[config.mk]
export PLATFORM = sky130hd
export DESIGN_NAME = m3i_queue
export DESIGN_NICKNAME = d
export VERILOG_FILES = /design/src/rtl/m3inv_pkg.sv /design/src/rtl/m3i_queue.sv
export SDC_FILE = /design/constraint.sdc
export NUM_CORES = 2
export LEC_CHECK = 0
export BUFFER_PORTS_ARGS = -buffer_cell sky130_fd_sc_hd__buf_4
export CORE_AREA = 2 2 542 544
export CTS_CLUSTER_SIZE = 25
export DETAILED_ROUTE_END_ITERATION = 8
export DIE_AREA = 0 0 544 546
export PLACE_DENSITY = 0.49
export SLEW_MARGIN = 30
export SYNTH_ARGS = -nofsm -noshare
export SYNTH_HDL_FRONTEND = slang
export SYNTH_SLANG_ARGS = --single-unit
[constraint.sdc]
create_clock -name clk -period 30.5 [get_ports clk]
set_clock_uncertainty 0.1 [all_clocks]
set_input_delay 1.525 -clock clk [delete_from_list [all_inputs] [get_ports clk]]
set_output_delay 1.525 -clock clk [all_outputs]
set_load 0.05 [all_outputs]
[src/rtl/m3inv_pkg.sv]
package m3inv_pkg;

  localparam int DATA_W        = 32;
  localparam int N_ELEM        = 9;
  localparam int FRAC_BITS_DEF = 16;
  localparam int PROD_W        = 2 * DATA_W;
  localparam int COF_W         = PROD_W + 1;
  localparam int PART_W        = COF_W;
  localparam int DET_W         = DATA_W + COF_W + 2;
  localparam int QUO_W         = DATA_W;
  localparam int QUEUE_DEPTH   = 4;

  typedef logic signed [DATA_W-1:0] data_t;
  typedef logic signed [COF_W-1:0]  cof_t;
  typedef logic signed [DET_W-1:0]  det_t;

  typedef struct packed {
    cof_t [N_ELEM-1:0] cof;
    det_t              det;
    logic              singular;
  } job_t;

endpackage

[src/rtl/m3i_queue.sv]
module m3i_queue #(
  parameter int DEPTH = m3inv_pkg::QUEUE_DEPTH
) (
  input  logic              clk,
  input  logic              rst,
  input  logic              push,
  input  m3inv_pkg::job_t   push_job,
  output logic              not_full,
  input  logic              pop,
  output logic              not_empty,
  output m3inv_pkg::job_t   head
);
  import m3inv_pkg::*;

  localparam int PW = (DEPTH > 1) ? $clog2(DEPTH) : 1;
  localparam int CW = $clog2(DEPTH + 1);

  job_t          mem [DEPTH];
  logic [PW-1:0] wptr, rptr;
  logic [CW-1:0] count;
  logic          do_push, do_pop;

  assign not_full  = (count != CW'(DEPTH));
  assign not_empty = (count != '0);
  assign do_push   = push && not_full;
  assign do_pop    = pop && not_empty;
  assign head      = mem[rptr];

  always_ff @(posedge clk) begin
    if (rst) begin
      wptr  <= '0;
      rptr  <= '0;
      count <= '0;
    end else begin
      if (do_push) begin
        wptr <= (wptr == PW'(DEPTH - 1)) ? '0 : wptr + 1'b1;
      end
      if (do_pop) begin
        rptr <= (rptr == PW'(DEPTH - 1)) ? '0 : rptr + 1'b1;
      end
      count <= count + CW'(do_push) - CW'(do_pop);
    end
  end

  always_ff @(posedge clk) begin
    if (do_push) begin
      mem[wptr] <= push_job;
    end
  end

endmodule

==> summary.md <==
| Metric | Value |
|---|---|
| Status | `finished clean` |
| Vias in the first global route | `48300` |
| Vias | `45800` |
| Startpoint class of the critical path | `flip-flop` |
| Number of synthesized flops with an enable pin | `2740` |
| Largest net degree at the start of global routing | `140` |
| Proportion of layout cells with a drive suffix above 1 | `46.4%` |
| Sum Neg Setup Slack | `0 ns` |
| Total track usage | `18.1%` |
| Hold violation count in the final report | `0` |
| Asr flop ratio synth | `0%` |
| First-pass GRT wire length | `381000 µm` |
| Crit path top cell by count | `buf_4` |
| RSZ-0062 raised after global routing | `no` |
| Seq/Total Area, Yosys | `83.0%` |
| Synth warn | `0` |
| WL/cell | `29.3 µm` |
| Crit Path Class | `reg -> out` |
| Finished Layout Cells | `9421` |
| Clock Pin Slew Worst Setup and Hold Paths | `0.06 ns` |
| Dpl ws | `24.13 ns` |
| Iter 0 DRT Violations | `3157` |
| Worst EP required | `28.88 ns` |
| CP top delay family | `buffers and inverters` |
| Worst-Margin Slew | `1.07 ns` |
| Min-delay worst type | `reg -> reg` |
| Die width | `544 µm` |
| Number of max-cap violations | `0` |
| Power density over cell area | `97.8 nW/µm²` |
| Post-synth top area cell | `edfxtp_1` |
| IO Port Bufs | `1375` |
| Clock root cell | `clkbuf_16` |
| Predominant post-synthesis flop cell | `edfxtp_1` |
| DP Area | `114000 µm²` |
| GRT overflow | `0` |
| CP peak stage delay | `0.84 ns` |
| Row cnt | `199` |
| Core region area | `292000 µm²` |
| R2R Setup Slk | `26.12 ns` |
| Setup repair bufs after CTS | `0` |
| CTS tree | `yes` |
| Vias per cell | `4.86` |
| Starting Density | `34.0%` |
| Final setup fails | `0` |
| Hold path startpoint | `rptr[0]` |
| Buf+Inv Stages, Crit Path | `5` |
| Final instance area | `124000 µm²` |
| Yosys reg bits | `2749` |
| GP Congestion | `0.782` |
| Crit-path max FO | `58` |
| CP cell instances | `buf_4 > buf_4 > buf_4 > buf_4 > mux4_2 > buf_4` |
| Pre-Repair DR Iteration Count | `5` |
| Reg2reg start | `count[1]` |
| Syn_area_per_cell | `27.4 µm²` |
| Max Freq | `0.141 GHz` |
| Critical path data arrival time | `5.47 ns` |
| CP endpoint kind | `output pin` |
| Synth Cell Area | `99400 µm²` |
| Clk_lat worst skew | `0.86 ns` |
| Nets | `5927` |
| Routed WL | `276000 µm` |
| Worst slew margin | `28.6%` |
| Post-DRT Antenna Nets | `0` |
| H-tree levels | `5` |
| CTS Hold Bufs | `0` |
| Die height | `546 µm` |
| Commonest non-fill, non-tap cells in the layout | `edfxtp_1, buf_4, mux4_2` |
| Largest cells by area after synthesis | `edfxtp_1, mux4_2, buf_6` |
| Slowest stage cell, crit path | `buf_4` |
| Initial antenna violation count | `106` |
| Commonest non-fill, non-tap cell in the layout | `edfxtp_1` |
| Remaining DRCs | `0` |
| CTS sink cnt | `2749` |
| Final Max Tran Viols | `0` |
| CTS max path bufs | `4` |
| Lkg Pwr | `40.7 nW` |
| CTS Buf Count | `310` |
| I/O pin count | `1376` |
| Final Cycle Share | `23.3%` |
| Peak supply drop | `0.0000748 V` |
| Detailed Place HPWL | `183000 µm` |
| Die area | `297000 µm²` |
| Final min period | `7.10 ns` |
| Yosys top cell area share | `82.8%` |
| Syn_nets | `4323` |
| CTS-repair resized insts | `0` |
| Synth cell types | `25` |
| Synth Instances | `3626` |
| Placed cells | `8831` |
| Worst setup margin | `23.40 ns` |
| Synth-to-Final Area Change | `24.9%` |
[Yosys cell counts (2+ instances only)]
master       n
dfxtp_1      9
mux2i_1      2
edfxtp_1  2740
nand2b_1     2
clkbuf_1    10
or3_1        3
mux4_2     685
nor2_1       3
inv_1        5
ha_1         7
nand2_1      2
and3_1       4
buf_6       73
buf_2       70
[registers in the layout, summed over array words and instances (netlist names), named ones only]
register,cells
rptr,2
wptr,2
count,3
mem,2740
[cell families after synthesis]
family | share of synthesized area, %
flip-flops | 83.0
AO/OA/AOI/OAI | 0.0264
XOR/XNOR | 0.00881
AND/OR/NAND/NOR | 0.102
buffers and inverters | 1.24
multiplexers | 15.5
adder cells (fa/ha/maj) | 0.108
[worst reg2reg max path: cells and delay by family, from the launching register on]
kind | cells | cell delay (ns)
buf+inv | 4 | 2.53
flops | 1 | 0.43
simple gates | 2 | 0.92
[routing by layer]
metal	vias up	GRT usage [%]	wire length [µm]
met5	-	0	675
met4	110	6.94	10000
met3	521	7.71	28100
met2	1521	30.6	139000
met1	24500	20.2	98100
li1	19200	-	-
[final timing paths]
| path | end | cells past startpoint |
|---|---|---|
| setup / recovery | head[18] | 6 |
| hold reg to reg | flip-flop | 2 |
| setup reg to reg | mem[2][619] | 6 |
| hold / removal | flip-flop | 2 |
[cell type report]
type | instances | area [µm²]
Clock buffer | 383 | 8120
Timing Repair Buffer | 1446 | 11300
Sequential cell | 2749 | 82500
Clock inverter | 174 | 1570
Multi-Input combinational cell | 718 | 15700
Tap cell | 3919 | 4900
Inverter | 5 | 18.8
Fill cell | 25300 | 168000
Antenna cell | 27 | 67.6
[per-stage QoR]
| stage | power [mW] | hold slack (ns) | util [%] |
|---|---|---|---|
| after floorplan | 7.71 | 0.363 | - |
| after global placement | 8.72 | 0.381 | 39.1 |
| after detailed placement | 8.74 | 0.380 | 39.1 |
| after CTS | 12.3 | 0.394 | 42.4 |
| after global routing | 12.6 | 0.425 | 42.5 |
| final | 12.1 | 0.392 | 42.5 |
[where the power goes]
| part | switching (mW) | internal [mW] |
|---|---|---|
| Sequential | 0.0888 | 4.63 |
| Clock | 1.49 | 2.07 |
| Combinational | 2.66 | 1.20 |
Note: power is estimated with default switching activity, not from simulation.
